`src/rtl/udpq_ram.sv`:
```
// ----------------------------------------------------------------------------
// udpq_ram
// Simple dual-port RAM: one write port, one read port, registered read data.
// ----------------------------------------------------------------------------
module udpq_ram #(
    parameter int WIDTH = 8,
    parameter int DEPTH = 16,
    parameter int AW    = (DEPTH > 1) ? $clog2(DEPTH) : 1
) (
    input  logic             clk,
    input  logic             we,
    input  logic [AW-1:0]    waddr,
    input  logic [WIDTH-1:0] wdata,
    input  logic [AW-1:0]    raddr,
    output logic [WIDTH-1:0] rdata
);

    logic [WIDTH-1:0] mem [DEPTH];

    // Write port
    always_ff @(posedge clk)
    begin
        if (we)
        begin
            mem[waddr] <= wdata;
        end
    end

    // Registered read
    always_ff @(posedge clk)
    begin
        rdata <= mem[raddr];
    end

endmodule

```
`config.mk`:
```
export PLATFORM = sky130hd
export DESIGN_NAME = udpq_ram
export DESIGN_NICKNAME = d
export VERILOG_FILES = /design/src/rtl/udpq_ram.sv
export SDC_FILE = /design/constraint.sdc
export NUM_CORES = 1
export LEC_CHECK = 0
export ABC_CLOCK_PERIOD_IN_PS = 1700
export BUFFER_PORTS_ARGS = -buffer_cell sky130_fd_sc_hd__buf_2
export CAP_MARGIN = 20
export CELL_PAD_IN_SITES_DETAIL_PLACEMENT = 0
export CELL_PAD_IN_SITES_GLOBAL_PLACEMENT = 1
export CORE_MARGIN = 4
export CORE_UTILIZATION = 53
export DETAILED_ROUTE_END_ITERATION = 12
export HOLD_SLACK_MARGIN = 0.12
export MAX_ROUTING_LAYER = met4
export PLACE_DENSITY = 0.88
export SLEW_MARGIN = 5
export SYNTH_ARGS = -nofsm -noshare
export SYNTH_HDL_FRONTEND = slang
export SYNTH_SLANG_ARGS = --single-unit
```
`constraint.sdc`:
```
create_clock -name clk -period 1.7 [get_ports clk]
set_input_delay 0.085 -clock clk [delete_from_list [all_inputs] [get_ports clk]]
set_output_delay 0.085 -clock clk [all_outputs]
set_load 0.05 [all_outputs]
```
==> qor.yml <==
final_common_cell: "edfxtp_1"
nFillCells: 560
grt_max_degree: 33
status: "finished, final reports clean"
avgViaCountPerCell: 5.842
cts.repair.resized: 0
holdWs_ns: 0.1595
clock_latency_ns: 0.51
grtUsageMet2: 0.3217
synthesis.nets: 247
die_w_um: 106.6
gp_congestion: 0.7423
htree_levels: 4
num_io_pins: 26
grt_usage: 0.2051
start_util: 0.5518
antenna_cells: 0
synth_seq_area_share: 0.7778
final_cell_mix: "edfxtp_1, buf_2, buf_4"
design.die.area_mm2: 0.01135
peakVddDrop_mv: 0.7547
cts_buffers: 17
drive_gt1_frac: 0.2890
hold_viol_final: 0
rr_worst_depth: 3
cts.reportedPaths.clkPinSlew_ns: 0.05
powerDensity_mw_per_mm2: 1223
rows: 35
use_met3: 0.05343
hold_path_class: "in -> reg"
ys_seq_elements: 136
avgSynthCellArea_um2: 22.48
hold_buffers: 11
hold_path_depth: 5
post_drt_wl_per_cell_um: 22.88
syn_inst: 229
max_freq_ghz: 0.6698
max_slew.worst_pin.slew_ns: 0.4510
cts-root-buf: "clkbuf_8"
first_pass_iters: 5
synth_warnings: 0
synthesis.area_mm2: 0.005147
syn2layout_area_growth_pct: 20.66
maxSlewHeadroom: 0.6993
antenna_found_initial: 0
clockBufferDepth: 2
cp-start-kind: "primary input"
ys_types: 19
gr-usage-met1: 0.2618
gr-max-usage-layer: "met2"
wl_um: 9998
nets: 314
arrival_ns: 1.70
post-cts-setup-buffers: 0
crit_path_end_kind: "flop"
skew_ns: 0.007610
cts_sinks: 136
die_h_um: 106.6
fin_crit_sh: 0.8782
cts_tree: "built"
crit_required_ns: 1.91
setup_viol: 0
coreArea_mm2: 0.009328
hpwl_um: 5909
slew_violations: 0
cp_max_fo: 8
finalSetupTns_ns: 0
drtAntennaViolNets: 0
drc: 0
p_leak_nw: 2.141
critPathKind: "in -> reg"
vias: 2553
final_area_mm2: 0.006211
grt_overflow_total: 0
synth_top_area_cell: "edfxtp_1"
synth_area_leaders: "edfxtp_1, mux4_2, mux4_1"
rsz0062_at_grt: "no"
io_buffers: 25
place_area_mm2: 0.005550
first_global_vias: 2685
drt_first_iter_violations: 257
synth_top_cell_area_share: 0.7467
final.min_clock_period_ns: 1.493
grt_pass1_wl_um: 15800
drv_cap: 0
[sequential cells by signal, summed over array words and instances (netlist names)]
signal	count
rdata	8
mem	128
[critical path: stages]
cell	delay [ns]
dlygate4sd3_1	0.52
buf_2	0.16
nor3_1	0.17
dlygate4sd3_1	0.57
buf_4	0.19
[cells by family after synthesis]
group	count (synthesis)	share of synthesized area
buf+inv	10	0.01677
flops	136	0.7778
compound gates	16	0.02334
mux	32	0.1502
simple gates	35	0.03184
[layer usage]
layer | vias up | share of wire
met5 | - | 0
li1 | 1102 | -
met1 | 1318 | 0.40
met4 | 0 | 0.016
met2 | 122 | 0.52
met3 | 11 | 0.073
[cell usage after synthesis]
library cell / n
edfxtp_1: 128
or3b_2: 1
and2b_1: 1
nor2b_1: 1
buf_6: 3
nor2_1: 13
nand3b_1: 2
clkdlybuf4s25_2: 3
mux4_2: 18
dfxtp_1: 8
nand2b_1: 2
nor3_1: 4
buf_2: 3
nand2_1: 9
buf_4: 1
a22oi_1: 16
nand3_1: 1
mux4_1: 14
and2_1: 1
[stage by stage]
| stage | instances | util | setup WS, ns | total power [mW] |
|---|---|---|---|---|
| 2_1_floorplan | 229 | - | 0.1221 | 4.103 |
| 3_3_place_gp | 395 | 0.5950 | 0.2230 | 4.258 |
| 3_5_place_dp | 395 | 0.5950 | 0.1632 | 4.271 |
| 4_1_cts | 437 | 0.6659 | 0.2044 | 7.647 |
| 5_1_grt | 437 | 0.6659 | 0.1286 | 7.852 |
| 6_report | 437 | 0.6659 | 0.2071 | 7.594 |
[path summary, 6_finish.rpt]
| path | slack [ns] | end | start |
|---|---|---|---|
| worst max-delay path | 0.21 | mem[0][2]$_DFFE_PP_ | waddr[1] |
| worst min-delay path | 0.16 | rdata[2]$_DFF_P_ | raddr[3] |
| worst max register to register | 0.23 | rdata[5]$_DFF_P_ | mem[1][5]$_DFFE_PP_ |
| worst min register to register | 0.67 | rdata[3]$_DFF_P_ | mem[15][3]$_DFFE_PP_ |
[power by group]
part | switching, mW | internal, mW
Sequential | 0.0272 | 3.75
Combinational | 0.270 | 0.174
Clock | 1.19 | 2.18
Total | 1.49 | 6.11
[cell type report]
cell class	instances	area [um^2]	area share
clock buffers	26	478.0	0.07695
clock inverters	5	72.57	0.01168
multi-input cells	83	1057	0.1702
flip-flops and latches	136	4004	0.6446
well taps	129	161.4	0.02599
repair buffers	58	437.9	0.07051
Note: power is estimated with default switching activity, not from simulation.
